===== src/rtl/core/sfb_pkg.sv =====
// Shared types and constants for the SPI slave FIFO bridge.
package sfb_pkg;

    parameter int RX_DEPTH = 256;
    parameter int TX_DEPTH = 256;

    parameter int RX_PTR_W = $clog2(RX_DEPTH);
    parameter int TX_PTR_W = $clog2(TX_DEPTH);
    parameter int RX_CNT_W = $clog2(RX_DEPTH + 1);
    parameter int TX_CNT_W = $clog2(TX_DEPTH + 1);

    parameter int BYTE_W  = 8;
    parameter int LEVEL_W = 9;

    typedef enum logic [1:0] {
        KIND_MASTER = 2'd0,
        KIND_PUSH   = 2'd1,
        KIND_POP    = 2'd2,
        KIND_NONE   = 2'd3
    } t_kind;

    typedef enum logic {
        CFG_OVERFLOW  = 1'b0,
        CFG_UNDERFLOW = 1'b1
    } t_cfg_idx;

    typedef struct packed {
        logic              push;
        logic              pop;
        logic [BYTE_W-1:0] wdata;
    } t_fifo_req;

    typedef struct packed {
        logic                full;
        logic                empty;
        logic [RX_CNT_W-1:0] count;
    } t_rx_stat;

    typedef struct packed {
        logic                full;
        logic                empty;
        logic [TX_CNT_W-1:0] count;
    } t_tx_stat;

endpackage


===== src/rtl/core/spi_slave_fifo_bridge_core.sv =====
// Top level of the SPI slave FIFO bridge: command decode, result pipeline, interrupt.
//
// The input channel (i_valid / o_ready) carries one command beat: a byte from the
// SPI master (kind 0), a host push into the transmit FIFO (kind 1) or a host pop
// from the receive FIFO (kind 2). Kind 3 changes nothing and still yields a result.
// Every input beat produces exactly one result beat on the output channel
// (o_valid / i_ready) with the reply byte, the popped byte, the success flag, the
// receive FIFO fill and free space, and the interrupt level after the command.
// The two code registers are written through i_cfg_we / i_cfg_idx / i_cfg_data.
// The FIFO RAMs are written and read at the accepting edge. The registered RAM
// read port sets the pending stage, which holds the beat until the output
// register is free or draining; the result is then loaded into the output register.
// Throughput: one beat per cycle while the output drains, since each beat does
// at most one push or one pop per FIFO and each RAM has its own write and read port.
// When the receiver stalls, the output register holds its beat and the pending
// stage holds the next one; o_ready then drops until the output drains.
// Reset (synchronous, active low) empties both FIFOs, clears the code registers
// and drops the interrupt line. No clearing pass is needed; the RAM contents are
// only read after being written.
module spi_slave_fifo_bridge_core (
    input  logic                        i_clk,
    input  logic                        i_rst_n,
    input  logic                        i_valid,
    output logic                        o_ready,
    input  logic [1:0]                  i_kind,
    input  logic [sfb_pkg::BYTE_W-1:0]  i_data,
    input  logic                        i_last,
    output logic                        o_valid,
    input  logic                        i_ready,
    output logic [sfb_pkg::BYTE_W-1:0]  o_reply_byte,
    output logic [sfb_pkg::BYTE_W-1:0]  o_read_byte,
    output logic                        o_accepted,
    output logic [sfb_pkg::LEVEL_W-1:0] o_rx_fill,
    output logic [sfb_pkg::LEVEL_W-1:0] o_rx_free,
    output logic                        o_irq_level,
    input  logic                        i_cfg_we,
    input  logic                        i_cfg_idx,
    input  logic [sfb_pkg::BYTE_W-1:0]  i_cfg_data
);

    // Configuration registers.
    logic [sfb_pkg::BYTE_W-1:0] r_ovf_code;
    logic [sfb_pkg::BYTE_W-1:0] r_unf_code;

    always_ff @(posedge i_clk) begin
        if (!i_rst_n) begin
            r_ovf_code <= '0;
            r_unf_code <= '0;
        end else if (i_cfg_we) begin
            unique case (sfb_pkg::t_cfg_idx'(i_cfg_idx))
                sfb_pkg::CFG_OVERFLOW:  r_ovf_code <= i_cfg_data;
                sfb_pkg::CFG_UNDERFLOW: r_unf_code <= i_cfg_data;
                default:                r_ovf_code <= r_ovf_code;
            endcase
        end
    end

    // FIFOs.
    sfb_pkg::t_fifo_req         rx_req;
    sfb_pkg::t_fifo_req         tx_req;
    sfb_pkg::t_rx_stat          rx_stat;
    sfb_pkg::t_tx_stat          tx_stat;
    logic [sfb_pkg::BYTE_W-1:0] rx_rdata;
    logic [sfb_pkg::BYTE_W-1:0] tx_rdata;

    sfb_rx_fifo u_rx_fifo (
        .i_clk   (i_clk),
        .i_rst_n (i_rst_n),
        .i_req   (rx_req),
        .o_rdata (rx_rdata),
        .o_stat  (rx_stat)
    );

    sfb_tx_fifo u_tx_fifo (
        .i_clk   (i_clk),
        .i_rst_n (i_rst_n),
        .i_req   (tx_req),
        .o_rdata (tx_rdata),
        .o_stat  (tx_stat)
    );

    // Pending stage: holds what the result needs while the RAM read completes.
    logic                       r_p_valid;
    logic                       r_p_use_tx;
    logic                       r_p_use_rx;
    logic                       r_p_acc;
    logic [sfb_pkg::BYTE_W-1:0] r_p_code;
    logic                       n_p_use_tx;
    logic                       n_p_use_rx;
    logic                       n_p_acc;
    logic [sfb_pkg::BYTE_W-1:0] n_p_code;

    // Output register.
    logic                        r_o_valid;
    logic [sfb_pkg::BYTE_W-1:0]  r_o_reply;
    logic [sfb_pkg::BYTE_W-1:0]  r_o_read;
    logic                        r_o_acc;
    logic [sfb_pkg::LEVEL_W-1:0] r_o_fill;
    logic [sfb_pkg::LEVEL_W-1:0] r_o_free;
    logic                        r_o_irq;

    logic r_irq, n_irq;
    logic in_acc;
    logic p_move;

    // The pending beat moves on when the output register is free or draining.
    assign p_move  = r_p_valid && (!r_o_valid || i_ready);
    assign o_ready = !r_p_valid || p_move;
    assign in_acc  = i_valid && o_ready;

    // Command decode. Every FIFO access is issued at the accepting edge.
    always_comb begin
        rx_req       = '0;
        tx_req       = '0;
        rx_req.wdata = i_data;
        tx_req.wdata = i_data;
        n_irq        = r_irq;
        n_p_use_tx   = 1'b0;
        n_p_use_rx   = 1'b0;
        n_p_acc      = 1'b0;
        n_p_code     = '0;
        if (in_acc) begin
            unique case (sfb_pkg::t_kind'(i_kind))
                sfb_pkg::KIND_MASTER: begin
                    if (rx_stat.full) begin
                        // Overflow: the transmit side is left alone.
                        n_p_code = r_ovf_code;
                    end else begin
                        rx_req.push = 1'b1;
                        n_p_acc     = 1'b1;
                        if (tx_stat.empty) begin
                            n_p_code = r_unf_code;
                            n_irq    = 1'b0;
                        end else begin
                            tx_req.pop = 1'b1;
                            n_p_use_tx = 1'b1;
                        end
                    end
                end
                sfb_pkg::KIND_PUSH: begin
                    tx_req.push = 1'b1;
                    n_p_acc     = !tx_stat.full;
                    // The last beat of an array raises the line even if dropped.
                    if (i_last) begin
                        n_irq = 1'b1;
                    end
                end
                sfb_pkg::KIND_POP: begin
                    if (!rx_stat.empty) begin
                        rx_req.pop = 1'b1;
                        n_p_use_rx = 1'b1;
                        n_p_acc    = 1'b1;
                    end
                end
                sfb_pkg::KIND_NONE: begin
                    n_p_acc = 1'b0;
                end
                default: begin
                    n_p_acc = 1'b0;
                end
            endcase
        end
    end

    always_ff @(posedge i_clk) begin
        if (!i_rst_n) begin
            r_irq     <= 1'b0;
            r_p_valid <= 1'b0;
            r_o_valid <= 1'b0;
        end else begin
            r_irq <= n_irq;
            if (in_acc) begin
                r_p_valid <= 1'b1;
            end else if (p_move) begin
                r_p_valid <= 1'b0;
            end
            if (p_move) begin
                r_o_valid <= 1'b1;
            end else if (i_ready) begin
                r_o_valid <= 1'b0;
            end
        end
    end

    always_ff @(posedge i_clk) begin
        if (in_acc) begin
            r_p_use_tx <= n_p_use_tx;
            r_p_use_rx <= n_p_use_rx;
            r_p_acc    <= n_p_acc;
            r_p_code   <= n_p_code;
        end
    end

    // The FIFO counts and the interrupt flag already reflect the pending beat,
    // and no later beat has reached them yet, so they are sampled here.
    always_ff @(posedge i_clk) begin
        if (p_move) begin
            r_o_reply <= r_p_use_tx ? tx_rdata : r_p_code;
            r_o_read  <= r_p_use_rx ? rx_rdata : '0;
            r_o_acc   <= r_p_acc;
            r_o_fill  <= sfb_pkg::LEVEL_W'(rx_stat.count);
            r_o_free  <= sfb_pkg::LEVEL_W'(sfb_pkg::RX_CNT_W'(sfb_pkg::RX_DEPTH) - rx_stat.count);
            r_o_irq   <= r_irq;
        end
    end

    assign o_valid      = r_o_valid;
    assign o_reply_byte = r_o_reply;
    assign o_read_byte  = r_o_read;
    assign o_accepted   = r_o_acc;
    assign o_rx_fill    = r_o_fill;
    assign o_rx_free    = r_o_free;
    assign o_irq_level  = r_o_irq;

    // Every accepted beat lands in the pending stage.
    a_accept_pending: assert property (@(posedge i_clk) disable iff (!i_rst_n)
        in_acc |=> r_p_valid)
        else $error("accepted beat did not reach the pending stage");

    // The reported fill and free space always add up to the receive depth.
    a_rx_level_sum: assert property (@(posedge i_clk) disable iff (!i_rst_n)
        o_valid |-> ((10'(o_rx_fill) + 10'(o_rx_free)) == 10'(sfb_pkg::RX_DEPTH)))
        else $error("receive fill and free do not add up to the depth");

    // The transmit count never exceeds its depth.
    a_tx_bound: assert property (@(posedge i_clk) disable iff (!i_rst_n)
        tx_stat.count <= sfb_pkg::TX_CNT_W'(sfb_pkg::TX_DEPTH))
        else $error("transmit count beyond depth");

    // The interrupt flag rises only after a host push marked last.
    a_irq_rise: assert property (@(posedge i_clk) disable iff (!i_rst_n)
        $rose(r_irq) |-> $past(in_acc && (i_kind == sfb_pkg::KIND_PUSH) && i_last))
        else $error("interrupt raised without a last push");

endmodule


===== src/rtl/core/sfb_ram.sv =====
// Simple dual-port synchronous RAM with a registered read port.
module sfb_ram #(
    parameter int DEPTH = 256,
    parameter int WIDTH = 8
) (
    input  logic                     i_clk,
    input  logic                     i_we,
    input  logic [$clog2(DEPTH)-1:0] i_waddr,
    input  logic [WIDTH-1:0]         i_wdata,
    input  logic                     i_re,
    input  logic [$clog2(DEPTH)-1:0] i_raddr,
    output logic [WIDTH-1:0]         o_rdata
);

    logic [WIDTH-1:0] r_mem [DEPTH];
    logic [WIDTH-1:0] r_rdata;

    always_ff @(posedge i_clk) begin
        if (i_we) begin
            r_mem[i_waddr] <= i_wdata;
        end
        if (i_re) begin
            r_rdata <= r_mem[i_raddr];
        end
    end

    assign o_rdata = r_rdata;

endmodule


===== src/rtl/core/sfb_rx_fifo.sv =====
// Receive FIFO: pointers, fill count and the backing RAM.
module sfb_rx_fifo (
    input  logic                      i_clk,
    input  logic                      i_rst_n,
    input  sfb_pkg::t_fifo_req        i_req,
    output logic [sfb_pkg::BYTE_W-1:0] o_rdata,
    output sfb_pkg::t_rx_stat         o_stat
);

    logic [sfb_pkg::RX_PTR_W-1:0] r_head, n_head;
    logic [sfb_pkg::RX_PTR_W-1:0] r_tail, n_tail;
    logic [sfb_pkg::RX_CNT_W-1:0] r_count, n_count;
    logic                         full;
    logic                         empty;
    logic                         push_ok;
    logic                         pop_ok;

    assign full    = (r_count == sfb_pkg::RX_CNT_W'(sfb_pkg::RX_DEPTH));
    assign empty   = (r_count == '0);
    assign push_ok = i_req.push && !full;
    assign pop_ok  = i_req.pop && !empty;

    always_comb begin
        n_head  = r_head;
        n_tail  = r_tail;
        n_count = r_count;
        if (push_ok) begin
            n_tail = (r_tail == sfb_pkg::RX_PTR_W'(sfb_pkg::RX_DEPTH - 1)) ? '0 : r_tail + 1'b1;
        end
        if (pop_ok) begin
            n_head = (r_head == sfb_pkg::RX_PTR_W'(sfb_pkg::RX_DEPTH - 1)) ? '0 : r_head + 1'b1;
        end
        if (push_ok && !pop_ok) begin
            n_count = r_count + 1'b1;
        end else if (pop_ok && !push_ok) begin
            n_count = r_count - 1'b1;
        end
    end

    always_ff @(posedge i_clk) begin
        if (!i_rst_n) begin
            r_head  <= '0;
            r_tail  <= '0;
            r_count <= '0;
        end else begin
            r_head  <= n_head;
            r_tail  <= n_tail;
            r_count <= n_count;
        end
    end

    sfb_ram #(
        .DEPTH (sfb_pkg::RX_DEPTH),
        .WIDTH (sfb_pkg::BYTE_W)
    ) u_ram (
        .i_clk   (i_clk),
        .i_we    (push_ok),
        .i_waddr (r_tail),
        .i_wdata (i_req.wdata),
        .i_re    (pop_ok),
        .i_raddr (r_head),
        .o_rdata (o_rdata)
    );

    assign o_stat.full  = full;
    assign o_stat.empty = empty;
    assign o_stat.count = r_count;

endmodule


===== src/rtl/core/sfb_tx_fifo.sv =====
// Transmit FIFO: pointers, fill count and the backing RAM.
module sfb_tx_fifo (
    input  logic                      i_clk,
    input  logic                      i_rst_n,
    input  sfb_pkg::t_fifo_req        i_req,
    output logic [sfb_pkg::BYTE_W-1:0] o_rdata,
    output sfb_pkg::t_tx_stat         o_stat
);

    logic [sfb_pkg::TX_PTR_W-1:0] r_head, n_head;
    logic [sfb_pkg::TX_PTR_W-1:0] r_tail, n_tail;
    logic [sfb_pkg::TX_CNT_W-1:0] r_count, n_count;
    logic                         full;
    logic                         empty;
    logic                         push_ok;
    logic                         pop_ok;

    assign full    = (r_count == sfb_pkg::TX_CNT_W'(sfb_pkg::TX_DEPTH));
    assign empty   = (r_count == '0);
    assign push_ok = i_req.push && !full;
    assign pop_ok  = i_req.pop && !empty;

    always_comb begin
        n_head  = r_head;
        n_tail  = r_tail;
        n_count = r_count;
        if (push_ok) begin
            n_tail = (r_tail == sfb_pkg::TX_PTR_W'(sfb_pkg::TX_DEPTH - 1)) ? '0 : r_tail + 1'b1;
        end
        if (pop_ok) begin
            n_head = (r_head == sfb_pkg::TX_PTR_W'(sfb_pkg::TX_DEPTH - 1)) ? '0 : r_head + 1'b1;
        end
        if (push_ok && !pop_ok) begin
            n_count = r_count + 1'b1;
        end else if (pop_ok && !push_ok) begin
            n_count = r_count - 1'b1;
        end
    end

    always_ff @(posedge i_clk) begin
        if (!i_rst_n) begin
            r_head  <= '0;
            r_tail  <= '0;
            r_count <= '0;
        end else begin
            r_head  <= n_head;
            r_tail  <= n_tail;
            r_count <= n_count;
        end
    end

    sfb_ram #(
        .DEPTH (sfb_pkg::TX_DEPTH),
        .WIDTH (sfb_pkg::BYTE_W)
    ) u_ram (
        .i_clk   (i_clk),
        .i_we    (push_ok),
        .i_waddr (r_tail),
        .i_wdata (i_req.wdata),
        .i_re    (pop_ok),
        .i_raddr (r_head),
        .o_rdata (o_rdata)
    );

    assign o_stat.full  = full;
    assign o_stat.empty = empty;
    assign o_stat.count = r_count;

endmodule

===== config.mk =====
export PLATFORM = sky130hd
export DESIGN_NAME = spi_slave_fifo_bridge_core
export DESIGN_NICKNAME = d
export VERILOG_FILES = /design/src/rtl/core/sfb_pkg.sv /design/src/rtl/core/spi_slave_fifo_bridge_core.sv /design/src/rtl/core/sfb_ram.sv /design/src/rtl/core/sfb_rx_fifo.sv /design/src/rtl/core/sfb_tx_fifo.sv
export SDC_FILE = /design/constraint.sdc
export NUM_CORES = 2
export LEC_CHECK = 0
export ABC_AREA = 0
export ABC_CLOCK_PERIOD_IN_PS = 11280
export BUFFER_PORTS_ARGS = -buffer_cell sky130_fd_sc_hd__buf_2
export CAP_MARGIN = 10
export CORE_AREA = 4 4 880 707
export DETAILED_ROUTE_END_ITERATION = 8
export DIE_AREA = 0 0 884 711
export PLACE_DENSITY = 0.37
export SLEW_MARGIN = 20
export SYNTH_ARGS = -nofsm -noshare
export SYNTH_HDL_FRONTEND = slang
export SYNTH_HIERARCHICAL = 1
export SYNTH_SLANG_ARGS = --single-unit

===== constraint.sdc =====
create_clock -name i_clk -period 11.28 [get_ports i_clk]
set_input_delay 1.128 -clock i_clk [delete_from_list [all_inputs] [get_ports i_clk]]
set_output_delay 1.128 -clock i_clk [all_outputs]
set_load 0.02 [all_outputs]

## Yosys cells after proc, flatten, opt, wreduce, memory -nomap -nowiden

Memories as Yosys holds them, arrays and structs flattened. A register that Yosys moved wholly into a read port is not among the register bits.
Cells that the tools add are included.

- Input port bits: 25
- Memories: 2
- Logic and storage cells: 112
- Output and inout port bits: 38
- Register bits after elaboration: 116
- RAM bits: 4096

Memory list:

| memory | depth | bits a word | read ports | clocked after Yosys merged registers in | wr ports | line | RTL |
|---|---|---|---|---|---|---|---|
| u_rx_fifo.u_ram.r_mem | 256 | 8 | 1 | 1 | 1 | sfb_ram.sv:15 | `logic [WIDTH-1:0] r_mem [DEPTH];` |
| u_tx_fifo.u_ram.r_mem | 256 | 8 | 1 | 1 | 1 | sfb_ram.sv:15 |  |

- Mux-type cells: 34
- Equality and inequality tests: 12
- Add/subtract/negate cells: 9
- Reductions and logical operators: 33
- Bitwise gates (word level): 1

Operator list:

| operator | count |
|---|---|
| $mux 8 | 7 |
| $mux 9 | 4 |
| $add 8x1->8 const B | 4 |
| $eq 8x8->1 const B | 4 |
| $mux 1 | 19 |
| $add 9x1->9 const B | 2 |
| $eq 9x9->1 const B | 2 |
| $logic_not 9->1 | 2 |
| $sub 9x1->9 const B | 2 |
| $logic_and 1x1->1 | 10 |
| $logic_not 1->1 | 10 |
| $reduce_bool 2->1 | 5 |
| $sub 9x9->9 const A | 1 |
| $reduce_and 5->1 | 1 |
| $eq 2x2->1 const B | 2 |
| $mux 2 | 2 |
| $ne 2x2->1 const B | 2 |
| $pmux 1 s4 | 1 |
| $reduce_and 2->1 | 2 |
| $eq 2x1->1 const B | 1 |
| $logic_not 2->1 | 1 |
| $logic_or 1x1->1 | 2 |
| $ne 2x1->1 const B | 1 |
| $pmux 1 s2 | 1 |
| $not 1->1 | 1 |

## Logic depth before layout (Yosys ltp)

- Word-level depth: 11
- Depth in mapped cells: 17
- Depth with buffers taken out: 15

## Modules after synthesis

The synthesis kept the hierarchy.

Modules (own cells, without submodules):

| module | seq. area each (sq um) | cells each | area each (sq um) | times used |
|---|---|---|---|---|
| sfb_ram | 61739.2 | 3733 | 79636.4 | 2 |
| spi_slave_fifo_bridge_core | 1761.7 | 214 | 2648.8 | 1 |
| sfb_rx_fifo | 500.5 | 185 | 1550.2 | 1 |
| sfb_tx_fifo | 500.5 | 185 | 1550.2 | 1 |

## Least setup slack after synthesis

OpenSTA, ideal clock, no wires.

- Path kind: input -> register
- From: input port i_ready
- To: memory u_rx_fifo.u_ram.r_mem[234][0], enable pin
- Path buffers: 3
- Setup time: 370 ps
- Path slack: 7447 ps
- Required time: 10910 ps
- Arrival: 3462 ps
- Stages: 10
- Path through: nand3b_1 -> nand2_1 -> nor3_1 -> inv_1 -> a31oi_4 -> clkbuf_1 -> buf_1 -> nand3_1 -> clkbuf_1 -> nor2_1

RTL lines:

| what | line | RTL |
|---|---|---|
| start: declaration | spi_slave_fifo_bridge_core.sv:29 | `input logic i_ready,` |
| end: declaration | sfb_ram.sv:15 |  |

==> impl_metrics.ini <==
[clock_network]
post_cts.repair.setup_buffers = 0
holdBufCountCts = 0
cts_tree = built
cts_root_buf = clkbuf_16
cts.htree.levels = 5
cts_sinks = 4227
clkTransAtPathRegs_ns = 0.06
cts_buffers = 452
clk_latency_ns = 1.04
cts_resized = 0
cts.path.max_buffers = 4

[global_route]
grt_pass1_wl_mm = 716
grt.total_usage = 0.160
overflow = 0
grtUsageMet1 = 0.249
gr-usage-met3 = 0.0269
antenna_found_initial = 53
grt_pass1_vias = 83900
grt_most_used_layer = met1
grt_max_degree = 152
grt_use_met2 = 0.235

[setup_path]
r2r-start = u_tx_fifo/r_head[0]
crit_required_ns = 11.99
crit_path_end_kind = flop
cp_max_fo = 34
worstRegToRegCells = 8
r2r_setup_slack_ns = 5.66
critPathArrivalTime_ns = 6.33
reg2reg_to = u_tx_fifo/u_ram/o_rdata[3]
startpoint_type = flop
crit_type = flop to flop

[layout]
multi_input_area_um2 = 35900
stdcell_count = 16800
nNetsFinal = 8336
final-seq-area_um2 = 126000
nFillCells = 58800
layout-drive-gt1-share = 0.223
syn_to_final_growth_pct = 14.9

[sta]
worst-slew-pin-transition_ns = 1.19
fin_crit_sh = 0.498
fin_hold_ws_ns = 0.423
skew_ns = 0.120
report.final.slew_viol_count = 0
max_freq_mhz = 178
max-slew-margin-rel = 0.203
rsz0062_at_grt = no
setup_tns_ns = 0
hold_viol_final = 0
finalSetupViolations = 0
period_needed_ns = 5.62

[placed_design]
gp_congestion = 0.802
dpl.cell_count = 16000
place_hpwl_mm = 325
numPortBuffers = 62

[routing]
wl_per_cell_um = 30.9
drtAntennaViolNets = 0
vias = 83000
vias_per_cell = 4.93
drt-pass1-iter-count = 5
drc = 0
wl_mm = 521
drt-initial-drc-count = 8601

[floorplan]
core_um2 = 612000
start_util = 0.270
die_w_um = 884
die_y_um = 711
io_pins = 63
die-area_um2 = 629000
rows = 257

[synth]
synthTopCellsByArea = edfxtp_1, mux4_2, mux2i_1, nor2_1, a22oi_1
ys.flop_type = edfxtp_1
synth_edf_count = 4158
synth_top_area_frac = 0.757
yosys_warnings = 6
async_flop_share = 0
synthesis.area_um2 = 165000
synth-seq-area-share = 0.765
yosysMostFrequentCell = edfxtp_1
syn_inst = 8050
synth_commonest_cells = edfxtp_1, mux4_2, nor2_1
syn_area_per_cell_um2 = 20.5
yosysTopAreaCell = edfxtp_1
ys_types = 81
ys_seq_elements = 4227
syn-num-nets = 8098

[power]
power_density_nw_per_um2 = 187
peakVddDrop_mv = 0.163
leakage_nw = 55.0

[job]
cap_viol_max_count = 0

[hold_path]
hold_path_startpoint = i_last
hp-class = input pin to flop
whs_path_depth = 3
worstHoldEndpoint = r_irq

[outcome]
run_status = finished, final reports clean
[flip-flops by register name, indices dropped and copies added, names as in the netlist, 8 cells and up]
| name | count |
|---|---|
| u_rx_fifo/u_ram/r_mem | 2048 |
| u_tx_fifo/u_ram/r_mem | 2048 |
| o_rx_fill | 9 |
| u_rx_fifo/r_count | 9 |
| u_tx_fifo/r_count | 9 |
| o_read_byte | 8 |
| o_reply_byte | 8 |
| o_rx_free | 8 |
| r_ovf_code | 8 |
| r_p_code | 8 |
| r_unf_code | 8 |
| u_rx_fifo/r_head | 8 |
| u_rx_fifo/r_tail | 8 |
| u_rx_fifo/u_ram/o_rdata | 8 |
| u_tx_fifo/r_head | 8 |
| u_tx_fifo/r_tail | 8 |
| u_tx_fifo/u_ram/o_rdata | 8 |
[where the power goes]
group          switching [W]  internal (W)
sequential          0.000115        0.0173
clock                0.00629       0.00860
combinational        0.00181       0.00128
total                0.00821        0.0272
[worst max-delay path: stages, from the launching register on]
cell	delay, ns
dfxtp_4	0.83
buf_4	0.87
buf_4	0.62
mux4_2	0.61
a22o_1	0.30
a221oi_1	0.55
o221ai_1	0.67
a211oi_1	0.63
nor4_1	0.10
[per-stage QoR]
step / setup WS [ns] / power [W] / util / area (µm²)
final: 5.66 / 0.0354 / 0.310 / 190000
after CTS: 5.78 / 0.0360 / 0.310 / 190000
after global routing: 5.49 / 0.0368 / 0.310 / 190000
after global placement: 5.12 / 0.0210 / 0.285 / 175000
after floorplan: 7.45 / 0.0200 / - / 165000
after detailed placement: 5.71 / 0.0210 / 0.286 / 175000
[layer usage]
metal	wire, µm	share of wire
met5	13	0.000025
met4	10400	0.020
met3	32000	0.062
met2	224000	0.43
met1	254000	0.49
[layout by cell type (no fill, tap or decap), types with 109 or more instances in the layout]
| cell type | count |
|---|---|
| a21oi_1 | 222 |
| a22oi_1 | 266 |
| buf_4 | 186 |
| clkbuf_1 | 109 |
| clkbuf_16 | 457 |
| edfxtp_1 | 4158 |
| mux2i_1 | 278 |
| mux4_2 | 908 |
| nand2_1 | 138 |
| nor2_1 | 607 |
[worst max-delay path by stage]
stage,slack [ns],from,endpoint,depth (start not counted)
2_1_floorplan,7.45,i_ready,u_rx_fifo/u_ram/r_mem[234][0],10
3_3_place_gp,5.12,u_rx_fifo/r_head[0],u_rx_fifo/u_ram/o_rdata[1],7
3_5_place_dp,5.71,i_ready,u_rx_fifo/u_ram/r_mem[183][4],10
4_1_cts,5.78,u_tx_fifo/r_head[0],u_tx_fifo/u_ram/o_rdata[3],8
5_1_grt,5.49,u_tx_fifo/r_head[0],u_tx_fifo/u_ram/o_rdata[5],8
6_report,5.66,u_tx_fifo/r_head[0],u_tx_fifo/u_ram/o_rdata[3],8
[final cells by class]
type	count	area share
diodes	7	0.0000924
clock buffers	570	0.0628
clock inverters	257	0.0148
inverters	32	0.000686
multi-input cells	3299	0.190
flip-flops and latches	4227	0.666
well taps	8158	0.0538
repair buffers	276	0.0122
[kinds of logic after synthesis]
kind of cell	synth area share
and+or+nand+nor	0.0330
DFF	0.765
AOI/OAI and AO/OA	0.0377
muxes	0.142
buffers and inverters	0.0191
adders and majority gates	0.00183
xor gates and xnor gates	0.00122
Power figures use the tool's default switching activity.
